File: src/rtl/dpc_pkg.sv
// ----------------------------------------------------------------------------
// dpc_pkg
// Shared types, codes and fixed-point constants of the docking pose controller.
// ----------------------------------------------------------------------------
package dpc_pkg;

    localparam int AW = 28;
    localparam int WW = 30;
    localparam int XW = 36;
    localparam int IW = 5;

    localparam logic signed [WW-1:0] PI_W      = WW'(52707179);
    localparam logic signed [WW-1:0] TWO_PI_W  = WW'(105414358);
    localparam logic signed [AW-1:0] PI_Q      = AW'(52707179);
    localparam logic signed [AW-1:0] HALF_PI_Q = AW'(26353589);
    localparam logic [AW-1:0]        ROT_TOL_Q = AW'(838861);
    localparam logic [17:0]          ROT_CAP   = 18'd1229;
    localparam logic [23:0]          INV_GAIN  = 24'd10188014;

    localparam logic [1:0] FUNC_APPROACH = 2'd0;
    localparam logic [1:0] FUNC_BACK_OFF = 2'd1;
    localparam logic [1:0] FUNC_ROTATE   = 2'd2;

    localparam logic [1:0] STAT_MOVING  = 2'd0;
    localparam logic [1:0] STAT_DONE    = 2'd1;
    localparam logic [1:0] STAT_REFUSED = 2'd2;

    localparam logic [2:0] CFG_GOAL_X        = 3'd0;
    localparam logic [2:0] CFG_GOAL_Y        = 3'd1;
    localparam logic [2:0] CFG_GOAL_HEADING  = 3'd2;
    localparam logic [2:0] CFG_GAIN_DISTANCE = 3'd3;
    localparam logic [2:0] CFG_GAIN_BEARING  = 3'd4;
    localparam logic [2:0] CFG_GAIN_FINAL    = 3'd5;
    localparam logic [2:0] CFG_SPEED_CAP     = 3'd6;
    localparam logic [2:0] CFG_TURN_CAP      = 3'd7;

    typedef enum logic [3:0] {
        ST_IDLE,
        ST_INIT,
        ST_ITER,
        ST_RHO_LO,
        ST_RHO_HI,
        ST_ALPHA,
        ST_BETA,
        ST_PROD,
        ST_DONE
    } t_state;

    typedef struct packed {
        logic load;
        logic init;
        logic iter;
        logic rho_lo;
        logic rho_hi;
        logic alpha;
        logic beta;
        logic prod;
        logic fin;
    } t_dp_cmd;

    typedef struct packed {
        logic iter_last;
    } t_dp_status;

    function automatic logic signed [AW-1:0] atan_q(input logic [IW-1:0] i);
        logic signed [AW-1:0] r;
        case (i)
            5'd0:    r = AW'(13176795);
            5'd1:    r = AW'(7778716);
            5'd2:    r = AW'(4110060);
            5'd3:    r = AW'(2086331);
            5'd4:    r = AW'(1047214);
            5'd5:    r = AW'(524117);
            5'd6:    r = AW'(262123);
            5'd7:    r = AW'(131069);
            5'd8:    r = AW'(65536);
            5'd9:    r = AW'(32768);
            5'd10:   r = AW'(16384);
            5'd11:   r = AW'(8192);
            5'd12:   r = AW'(4096);
            5'd13:   r = AW'(2048);
            5'd14:   r = AW'(1024);
            5'd15:   r = AW'(512);
            5'd16:   r = AW'(256);
            5'd17:   r = AW'(128);
            5'd18:   r = AW'(64);
            5'd19:   r = AW'(32);
            5'd20:   r = AW'(16);
            5'd21:   r = AW'(8);
            5'd22:   r = AW'(4);
            5'd23:   r = AW'(2);
            default: r = '0;
        endcase
        return r;
    endfunction

    function automatic logic signed [AW-1:0] wrap_angle(input logic signed [WW-1:0] a);
        logic signed [WW-1:0] r;
        r = a;
        if (r >= PI_W) begin
            r = r - TWO_PI_W;
        end else if (r < -PI_W) begin
            r = r + TWO_PI_W;
        end
        if (r >= PI_W) begin
            r = r - TWO_PI_W;
        end else if (r < -PI_W) begin
            r = r + TWO_PI_W;
        end
        return r[AW-1:0];
    endfunction

endpackage

File: src/rtl/dpc_ctrl.sv
// ----------------------------------------------------------------------------
// dpc_ctrl
// Sequencer: steps the datapath through capture, CORDIC, products and result.
// ----------------------------------------------------------------------------
module dpc_ctrl import dpc_pkg::*; (
    input  logic       i_clk,
    input  logic       i_rst_n,
    input  logic       i_in_valid,
    output logic       o_in_ready,
    input  logic       i_out_ready,
    output logic       o_out_valid,
    output t_dp_cmd    o_cmd,
    input  t_dp_status i_status
);

    t_state r_state, n_state;
    logic   r_out_valid;
    logic   out_free;

    assign out_free    = !r_out_valid || i_out_ready;
    assign o_out_valid = r_out_valid;

    always_ff @(posedge i_clk) begin
        if (!i_rst_n) begin
            r_state     <= ST_IDLE;
            r_out_valid <= 1'b0;
        end else begin
            r_state <= n_state;
            if (o_cmd.fin) begin
                r_out_valid <= 1'b1;
            end else if (i_out_ready) begin
                r_out_valid <= 1'b0;
            end
        end
    end

    always_comb begin
        n_state    = r_state;
        o_cmd      = '0;
        o_in_ready = 1'b0;
        unique case (r_state)
            ST_IDLE: begin
                o_in_ready = 1'b1;
                if (i_in_valid) begin
                    o_cmd.load = 1'b1;
                    n_state    = ST_INIT;
                end
            end
            ST_INIT: begin
                o_cmd.init = 1'b1;
                n_state    = ST_ITER;
            end
            ST_ITER: begin
                o_cmd.iter = 1'b1;
                if (i_status.iter_last) begin
                    n_state = ST_RHO_LO;
                end
            end
            ST_RHO_LO: begin
                o_cmd.rho_lo = 1'b1;
                n_state      = ST_RHO_HI;
            end
            ST_RHO_HI: begin
                o_cmd.rho_hi = 1'b1;
                n_state      = ST_ALPHA;
            end
            ST_ALPHA: begin
                o_cmd.alpha = 1'b1;
                n_state     = ST_BETA;
            end
            ST_BETA: begin
                o_cmd.beta = 1'b1;
                n_state    = ST_PROD;
            end
            ST_PROD: begin
                o_cmd.prod = 1'b1;
                n_state    = ST_DONE;
            end
            ST_DONE: begin
                if (out_free) begin
                    o_cmd.fin = 1'b1;
                    n_state   = ST_IDLE;
                end
            end
            default: n_state = ST_IDLE;
        endcase
    end

`ifndef SYNTHESIS
    a_no_overwrite: assert property (@(posedge i_clk) disable iff (!i_rst_n)
        o_cmd.fin |-> (!r_out_valid || i_out_ready))
        else $error("result overwritten while waiting");
    a_valid_from_fin: assert property (@(posedge i_clk) disable iff (!i_rst_n)
        $rose(r_out_valid) |-> $past(r_state) == ST_DONE)
        else $error("result valid without finish step");
    a_iter_holds: assert property (@(posedge i_clk) disable iff (!i_rst_n)
        (r_state == ST_ITER && !i_status.iter_last) |=> r_state == ST_ITER)
        else $error("CORDIC left early");
`endif

endmodule

File: config.mk
export PLATFORM = sky130hd
export DESIGN_NAME = dpc_ctrl
export DESIGN_NICKNAME = d
export VERILOG_FILES = /design/src/rtl/dpc_pkg.sv /design/src/rtl/dpc_ctrl.sv
export SDC_FILE = /design/constraint.sdc
export NUM_CORES = 1
export LEC_CHECK = 0
export CAP_MARGIN = 0
export CORE_AREA = 2 2 39 41
export DETAILED_ROUTE_END_ITERATION = 8
export DIE_AREA = 0 0 41 43
export DONT_BUFFER_PORTS = 1
export PLACE_DENSITY_LB_ADDON = 0.12
export SETUP_SLACK_MARGIN = 0.05
export SYNTH_ARGS = -nofsm -noshare
export SYNTH_HDL_FRONTEND = slang
export SYNTH_SLANG_ARGS = --single-unit
export TNS_END_PERCENT = 1
File: constraint.sdc
create_clock -name i_clk -period 4 [get_ports i_clk]
set_clock_uncertainty 0.2 [all_clocks]
set_input_delay 0.6 -clock i_clk [delete_from_list [all_inputs] [get_ports i_clk]]
set_output_delay 0.6 -clock i_clk [all_outputs]
set_load 0.05 [all_outputs]
* Word-level counts from Yosys, hierarchy flattened
Index checks and enable logic that the tools add are counted.
** Word-level totals
- Register bits :: 5
- Input port bits :: 5
- Output and inout bits :: 11
- Logic and storage cells :: 36
** Cells by class
- Equal/unequal tests :: 11
- Multiplexer cells :: 18
- Reduce and logical (&&, ||, !) cells :: 5
** Operators with widths (count)
- $pmux 4 s9 :: 1
- $eq 4x3->1 const B :: 4
- $mux 1 :: 14
- $mux 4 :: 3
- $eq 4x2->1 const B :: 2
- $ne 2x2->1 const B :: 3
- $eq 4x1->1 const B :: 1
- $eq 4x4->1 const B :: 1
- $logic_not 4->1 :: 1
- $reduce_and 3->1 :: 1
- $reduce_bool 2->1 :: 1
- $logic_not 1->1 :: 1
- $logic_or 1x1->1 :: 1

* Depth between registers and ports, before layout
Gate-level depths: netlist (run 1).
- Word-level depth :: 5
- Depth in mapped cells :: 4
- Depth with buffers taken out :: 3

* Worst setup path after synthesis (run 1)
OpenSTA, ideal clock, no wires.
- Kind :: register to output
- Start point :: reg r_state[1]
- End point :: out o_cmd[8] (netlist name)
- Arrival time :: 2.607 ns
- Slack :: 0.593 ns
- Cell stages (with the launch flop) :: 4
- Path buffers :: 1
- Path through :: dfxtp_1 -> buf_6 -> nor4_1 -> and2_1
** RTL lines
- start: declaration :: RTL line dpc_ctrl.sv:16 : t_state r_state, n_state;
- start signal: assignment :: RTL line dpc_ctrl.sv:28 : r_state <= n_state;
- end: declaration :: RTL line dpc_ctrl.sv:12 : output t_dp_cmd o_cmd,

==> run metrics, run 1 <==
CTS clk-pin slew, worst paths 0.04 ns; Slew HR 0.359; unrepaired setup endpoints after global routing false; post-CTS setup buffer count 0; Fmax achieved 0.362 GHz; DRT antenna net count 0; Worst Hold Class in -> reg; Die ar. 1760 um2; critical path, cell by cell or4b_4, nor2b_1; # clock sinks 5; Pre-antenna DRT Iters 1; DIE HEIGHT 43 um; DRC errors left 0; Tot GR Track Use 0.0773; clk root buf clkbuf_4; outcome finished, final reports clean; clk_lat worst skew 0.24 ns; Core Region 1380 um2; total of max-cap violations 0; Synth async-reset ratio 0; Cell variety after synth 20; slew at the pin with the worst max-slew slack 0.958 ns; hold slack 0.276 ns; hpwl dp 455 um; syn_area_per_cell 8.20 um2; Fillers 153; initial antenna violation count 0; Yosys warning count 0; total power 175 uW; Final Max Tran Viols 0; Tcrit/Tclk final 0.690; Top Ports 16; 1st-iter DRT viols 0; Main synth FF type dfxtp_1; Design Area, Final 364 um2; PwrDens 481 nW/um2; initial core utilization 0.213; Worst EP arrival 1.96 ns; H-tree Lvls 1; post-synthesis cell area 295 um2; Site Rows 14; Startpoint Class flop; CP Class reg -> out; Leakage 0.136 nW; synthesis-to-layout area growth 23.3%; worst-path fanout max 10; area occupied by multi-input gates 180 um2; CTS Buffer Depth 2; Yosys reg bits 5; largest net degree at the start of global routing 11; CP endpoint kind output pin; Reg area 100 um2; routability cong. 0.743; Worst path max stage delay 0.74 ns; Worst EP required 3.20 ns; CTS Hold Bufs 0; Avg WL per Cell 10.4 um; clock buffer count from CTS 3; antenna cells 0; Final Hold Fails 0; CTS tree built; slowest CP cell nor2b_1; setup violators final 0; layout cells sized above 1 0.262; sequential area share after synthesis 0.339; Congestion Overflow GR 0; vias in the first global route 237; Routed WL 606 um; routed via count 244; Peak VDD IR 0.131 mV; setup TNS 0 ns; Post-synth EDFFs 0; post-synthesis net count 41; I/O Buffers 0; Post-layout nets 48; Finished Core Util 0.263; crit path time final 2.76 ns; first-pass GRT wire length 869 um; PostCTS Resize Cnt 0; synthesized netlist cell count 36; DR vias/cell 4.21; Die X 41 um; DP Area 338 um2
## report_power, final
| part | total, mW | switching [mW] | leakage, nW | internal, mW |
|---|---|---|---|---|
| Combinational | 0.0561 | 0.0384 | 0.0808 | 0.0178 |
| Sequential | 0.0620 | 0.00856 | 0.0407 | 0.0534 |
| Clock | 0.0572 | 0.0195 | 0.0150 | 0.0376 |
## synth_stat cells, drive strengths merged (2+ instances only)
library cell	n	area, um2
nand2b	4	25.0
buf	3	21.3
nor3	4	20.0
dfxtp	5	100
nor2	6	25.0
nand2	2	7.51
## cell families after synthesis
group                     count (synthesis)  share of synthesized area
AOI/OAI and AO/OA                         3                     0.0763
xor gates and xnor gates                  2                     0.0593
buffers and inverters                     3                     0.0720
DFF                                       5                      0.339
and+or+nand+nor                          23                      0.453
## worst max-delay path, delay by kind of cell (launching register included)
family	cells	cell delay, ns
flip-flops	1	0.40
AND/OR/NAND/NOR	2	1.33
## routing by layer
| layer | vias to the layer above | GRT usage | routed length (um) |
|---|---|---|---|
| li1 | 132 | - | - |
| met1 | 99 | 0.0965 | 320 |
| met2 | 13 | 0.0875 | 229 |
| met3 | 0 | 0.0366 | 56 |
| met4 | 0 | 0.0800 | 0 |
| met5 | - | 0 | 0 |
## per-stage QoR
| stage | instances | setup slack, ns |
|---|---|---|
| final | 58 | 1.24 |
| after global routing | 58 | 1.16 |
| after CTS | 58 | 1.22 |
| after detailed placement | 54 | 1.48 |
| after global placement | 54 | 1.49 |
| after floorplan | 36 | 0.593 |
## state kept, by name, indices dropped and copies added, names as in the netlist
register,count
o_out_valid,1
r_state,4
## worst paths after layout
path	from	end	slack, ns	cells after the start
worst max-delay path	r_state[1]	o_cmd[0]	1.24	2
worst min-delay path	i_rst_n	r_state[3]	0.28	1
worst max register to register	r_state[0]	r_state[3]	2.09	3
worst min register to register	r_state[3]	r_state[0]	0.40	1
## final cells by class
class                   instances  share of cell area
multi-input cells              28               0.495
flip-flops and latches          5               0.275
repair buffers                  5               0.103
clock buffers                   4              0.0722
well taps                      16              0.0550
## cells in the final DEF, fill, tap and decap left out, drive strengths merged
master / Yosys / layout
nor3: 4 / 4
nor2b: 1 / 1
and2b: 1 / 1
xor2: 1 / 1
o21a: 1 / 1
nand2: 2 / 2
nor4b: 1 / 1
a21boi: 1 / 1
nor2: 6 / 6
or2b: 1 / 1
or4b: 1 / 1
nand2b: 4 / 4
and2: 1 / 1
a211oi: 1 / 1
dfxtp: 5 / 5
clkbuf: 0 / 4
xnor2: 1 / 1
nor4: 1 / 1
buf: 3 / 5
Note: power is estimated with default switching activity, not from simulation.
==> inputs of run 2 (changes only) <==
==> constraint.sdc (replaced) <==
create_clock -name i_clk -period 2.6 [get_ports i_clk]
set_clock_uncertainty 0.2 [all_clocks]
set_input_delay 0.39 -clock i_clk [delete_from_list [all_inputs] [get_ports i_clk]]
set_output_delay 0.39 -clock i_clk [all_outputs]
set_load 0.05 [all_outputs]
==> run metrics, run 2 (synthesized netlist as in run 1, its figures left out) <==
Fmax achieved 0.461 GHz; CTS tree built (unchanged); I/O Buffers 0 (unchanged); Post-layout nets 53 (was 48); clk root buf clkbuf_4 (unchanged); CP startpoint r_state[1] (unchanged); DR vias/cell 4.35 (was 4.21); Finished Core Util 0.297 (was 0.263); Final Max Tran Viols 0 (unchanged); Startpoint Class flop (unchanged); layout cells sized above 1 0.340 (was 0.262); Die ar. 1760 um2 (unchanged); Avg WL per Cell 11.4 um (was 10.4 um); leading cell type in the layout, fill and taps excluded buf_4; CTS Buffer Depth 2 (unchanged); 1st-iter DRT viols 5 (was 0); Worst EP arrival 1.58 ns (was 1.96 ns); slew at the pin with the worst max-slew slack 0.511 ns (was 0.958 ns); Worst setup endpoint o_cmd[0] (unchanged); vias in the first global route 268 (was 237); Worst EP required 2.01 ns (was 3.20 ns); first-pass GRT wire length 1100 um (was 869 um); clk_lat worst skew 0.24 ns (about the same); CP Class reg -> out (unchanged); H-tree Lvls 1 (unchanged); Top Metal Used met4 (was met3); worst-path fanout max 10 (unchanged); Leakage 0.167 nW (was 0.136 nW); met2 routed wirelength 364 um (was 229 um); critical path, cell by cell or4b_4, nor2b_1, buf_4 (was or4b_4, nor2b_1); slowest CP cell or4b_4 (was nor2b_1); antenna cells 0 (unchanged); Slew HR 0.659 (was 0.359); Worst path max stage delay 0.60 ns (was 0.74 ns); setup TNS 0 ns (unchanged); routed via count 274 (was 244); Reg area 100 um2 (unchanged); PwrDens 683 nW/um2 (was 481 nW/um2); Routed WL 718 um (was 606 um); Peak VDD IR 0.218 mV (was 0.131 mV); CTS clk-pin slew, worst paths 0.04 ns (about the same); Tcrit/Tclk final 0.834; CP endpoint kind output pin (unchanged); unrepaired setup endpoints after global routing false (unchanged); Top Ports 16 (unchanged); reg2reg start r_state[1] (was r_state[0]); total of max-cap violations 0 (unchanged); PostCTS Resize Cnt 0 (unchanged); post-CTS setup buffer count 0 (unchanged); CTS Hold Bufs 0 (unchanged); Pre-antenna DRT Iters 2 (was 1); max reg flops 4 (unchanged); Worst Hold Class in -> reg (unchanged); routability cong. 0.727 (was 0.743); DRT antenna net count 0 (unchanged); most flop-heavy register r_state (unchanged); largest net degree at the start of global routing 11 (unchanged); # clock sinks 5 (unchanged); setup violators final 0 (unchanged); synthesis-to-layout area growth 39.0% (was 23.3%); Worst Reg-to-Reg Cells 3 (unchanged); hpwl dp 537 um (was 455 um); Core Region 1380 um2 (unchanged); DRC errors left 0 (unchanged); outcome finished, final reports clean (unchanged); crit path time final 2.17 ns; wire length on met1 280 um (was 320 um); WL met3 53 um (was 56 um); Worst R2R End r_state[3] (unchanged); R2R Setup Slk 1.11 ns (was 2.09 ns); Die X 41 um (unchanged); area occupied by multi-input gates 189 um2 (was 180 um2); initial core utilization 0.213 (unchanged); Fillers 159 (was 153); DIE HEIGHT 43 um (unchanged); Final Hold Fails 0 (unchanged); most frequent cells in the layout buf_4, nor2_1, dfxtp_1, nand2b_1, nor3_1 (was nor2_1, dfxtp_1, buf_4, nand2b_1, nor3_1); Site Rows 14 (unchanged); clock buffer count from CTS 3 (unchanged); initial antenna violation count 0 (unchanged); Tot GR Track Use 0.103 (was 0.0773); Congestion Overflow GR 0 (unchanged)
[run 2: cell types whose count changed in the layout (fill, tap and decap cells not counted), sizes merged]
cell	delta
buf	+5
[run 2: worst min path at each step]
| stage | startpoint | end | slack [ns] | cells after the start |
|---|---|---|---|---|
| 2_1_floorplan | i_rst_n | r_state[3] | 0.31 | 1 |
| 3_3_place_gp | i_rst_n | r_state[3] | 0.32 | 1 |
| 3_5_place_dp | i_rst_n | r_state[3] | 0.32 | 1 |
| 4_1_cts | i_rst_n | r_state[3] | 0.07 | 1 |
| 5_1_grt | i_rst_n | r_state[3] | 0.06 | 1 |
| 6_report | i_rst_n | r_state[3] | 0.07 | 1 |
[run 2: where the power goes]
part	switching (mW)	leakage (nW)	internal [mW]
clock network	0.0302	0.0150	0.0579
logic	0.0596	0.112	0.0346
registers	0.0158	0.0407	0.0822
[run 2: layer usage]
| metal | track usage | vias to the layer above |
|---|---|---|
| li1 | - | 144 |
| met1 | 0.100 | 116 |
| met2 | 0.138 | 12 |
| met3 | 0.0314 | 2 |
| met4 | 0.140 | 0 |
| met5 | 0 | - |
[run 2: per-stage QoR]
step	std cells	hold slack (ns)	instance area, um2	power [mW]	worst slack (ns)
global placement	59	0.322	384	0.195	0.687
detailed placement	59	0.323	384	0.195	0.674
CTS	63	0.0651	410	0.288	0.406
finish	63	0.0743	410	0.280	0.432
global route	63	0.0607	410	0.299	0.351
floorplan	36	0.307	310	0.176	0.290
[run 2: critical path, delay by kind of cell (launching register included)]
kind / cells / cell delay [ns]
flip-flops: 1 / 0.42
AND/OR/NAND/NOR: 2 / 0.72
buffers and inverters: 1 / 0.20
[run 2: cell type report]
class	instances	share of cell area
multi-input combinational	28	0.460
timing repair buffer	10	0.183
clock buffer	4	0.0640
sequential	5	0.244
tap	16	0.0488
==> inputs of run 3 (changes only) <==
==> constraint.sdc (replaced) <==
create_clock -name i_clk -period 2.1 [get_ports i_clk]
set_clock_uncertainty 0.2 [all_clocks]
set_input_delay 0.315 -clock i_clk [delete_from_list [all_inputs] [get_ports i_clk]]
set_output_delay 0.315 -clock i_clk [all_outputs]
set_load 0.05 [all_outputs]
==> run metrics, run 3 (synthesized netlist as in run 1, its figures left out) <==
outcome finished, final reports clean (unchanged); crit path time final 1.99 ns; max reg flops 4 (unchanged); most frequent cells in the layout buf_4, nor2_1, nand2b_1 (was buf_4, nor2_1, dfxtp_1, nand2b_1, nor3_1); CP Class reg -> out (unchanged); GRT busiest layer met2 (was met4); slew at the pin with the worst max-slew slack 0.235 ns (was 0.511 ns); met3 Resource Use GR 0.0209 (was 0.0314); vias in the first global route 300 (was 268); Tcrit/Tclk final 0.946; Startpoint Class flop (unchanged); hold path depth 2 (was 1); critical path, cell by cell or4b_4, nor2b_2, buf_6 (was or4b_4, nor2b_1, buf_4); Routed WL 751 um (was 718 um); DRC errors left 0 (unchanged); CTS Buffer Depth 2 (unchanged); layout cells sized above 1 0.451 (was 0.340); DR vias/cell 4.42 (was 4.35); Worst EP required 1.58 ns (was 2.01 ns); setup TNS 0 ns (unchanged); Worst Hold Class in -> reg (unchanged); routability cong. 0.712 (was 0.727); Worst path max stage delay 0.56 ns (was 0.60 ns); Post-layout nets 57 (was 53); Final Hold Fails 0 (unchanged); Top Ports 16 (unchanged); Die ar. 1760 um2 (unchanged); Avg WL per Cell 11.2 um (was 11.4 um); met1 usage 0.109 (was 0.100); PwrDens 771 nW/um2 (was 683 nW/um2); Fmax achieved 0.503 GHz; unrepaired setup endpoints after global routing false (unchanged); clock buffer count from CTS 3 (unchanged); met2 Use GR 0.163 (was 0.138); synthesis-to-layout area growth 60.6% (was 39.0%); routed via count 296 (was 274); Core Region 1380 um2 (unchanged); hold path startpoint i_rst_n (unchanged); Worst EP arrival 1.47 ns (was 1.58 ns); slowest CP cell or4b_4 (unchanged); CTS tree built (unchanged); total of max-cap violations 0 (unchanged); Peak VDD IR 0.227 mV (was 0.218 mV); setup violators final 0 (unchanged); DP Area 424 um2 (was 384 um2); Final Max Tran Viols 0 (unchanged); Congestion Overflow GR 0 (unchanged); hpwl dp 541 um (was 537 um); Fillers 154 (was 159); H-tree Lvls 1 (unchanged); post-CTS setup buffer count 0 (unchanged); first-pass GRT wire length 1200 um (was 1100 um); Worst R2R End r_state[3] (unchanged); initial antenna violation count 0 (unchanged); leading cell type in the layout, fill and taps excluded buf_4 (unchanged); clk_lat worst skew 0.24 ns (about the same); Pre-antenna DRT Iters 3 (was 2); Worst Reg-to-Reg Cells 3 (unchanged); # clock sinks 5 (unchanged); CTS clk-pin slew, worst paths 0.04 ns (about the same); most flop-heavy register r_state (unchanged); antenna cells 0 (unchanged); initial core utilization 0.213 (unchanged); Design Area, Final 474 um2 (was 410 um2); clk root buf clkbuf_4 (unchanged); R2R Setup Slk 0.69 ns (was 1.11 ns); Site Rows 14 (unchanged); hold path endpoint r_state[1] (was r_state[3]); Slew HR 0.841 (was 0.659); DRT antenna net count 0 (unchanged); Die X 41 um (unchanged); 1st-iter DRT viols 2 (was 5); Leakage 0.199 nW (was 0.167 nW); largest net degree at the start of global routing 11 (unchanged); I/O Buffers 0 (unchanged); DIE HEIGHT 43 um (unchanged); reg2reg start r_state[1] (unchanged); Tot GR Track Use 0.105 (was 0.103); worst-path fanout max 10 (unchanged); CP endpoint kind output pin (unchanged)
==> run 3: cell count changes in the layout (fill, tap and decap cells not counted), sizes merged <==
cell         previous run  this run
buf                    10        13
dlygate4sd3             0         1
==> run 3: through the flow <==
step / utilization / hold slack, ns / setup slack, ns / total power, mW / instances
detailed placement: 0.307 / 0.235 / 0.226 / 0.255 / 62
finish: 0.343 / 0.0251 / 0.113 / 0.365 / 67
global placement: 0.307 / 0.235 / 0.248 / 0.255 / 62
global route: 0.343 / 0.0108 / 0.0559 / 0.387 / 67
floorplan: - / 0.232 / -0.0952 / 0.219 / 36
CTS: 0.335 / 0.0181 / 0.0695 / 0.374 / 67
==> run 3: worst max-delay path by stage <==
stage	start	to	slack [ns]	cells past startpoint
3_3_place_gp	r_state[3]	o_cmd[0]	0.25	3
2_1_floorplan	r_state[2]	o_cmd[0]	-0.1	3
3_5_place_dp	r_state[3]	o_cmd[0]	0.23	3
4_1_cts	r_state[1]	o_cmd[0]	0.07	3
5_1_grt	r_state[1]	o_cmd[0]	0.06	3
6_report	r_state[1]	o_cmd[0]	0.11	3
==> run 3: worst max-delay path: cells and delay by family (launching register included) <==
family,cells,cell delay [ns]
buffers and inverters,1,0.16
DFF,1,0.37
and+or+nand+nor,2,0.69
==> run 3: power breakdown <==
part / internal, mW / switching [mW] / total [mW]
logic: 0.0565 / 0.0863 / 0.143
clock network: 0.0718 / 0.0392 / 0.111
registers: 0.101 / 0.0102 / 0.112
==> run 3: per-layer routing <==
| layer | wire length, um | part of all wire | vias up |
|---|---|---|---|
| met5 | 0 | 0 | - |
| met4 | 0 | 0 | 0 |
| met3 | 47 | 0.063 | 0 |
| met2 | 411 | 0.55 | 11 |
| met1 | 293 | 0.39 | 136 |
| li1 | - | - | 149 |
==> run 3: layout make-up <==
class / count / area [um2] / share of cell area
Tap cell: 16 / 20.0 / 0.0422
Clock buffer: 4 / 26.3 / 0.0554
Timing Repair Buffer: 14 / 124 / 0.261
Multi-Input combinational cell: 28 / 196 / 0.414
Sequential cell: 5 / 108 / 0.227
==> run 3: repair_timing <==
action	CTS	global route
hold buffers	1	0
hold endpoints to repair	1	0
resized for setup	2	4
cloned	0	0
pin swaps	0	0
setup endpoints to repair	1	1
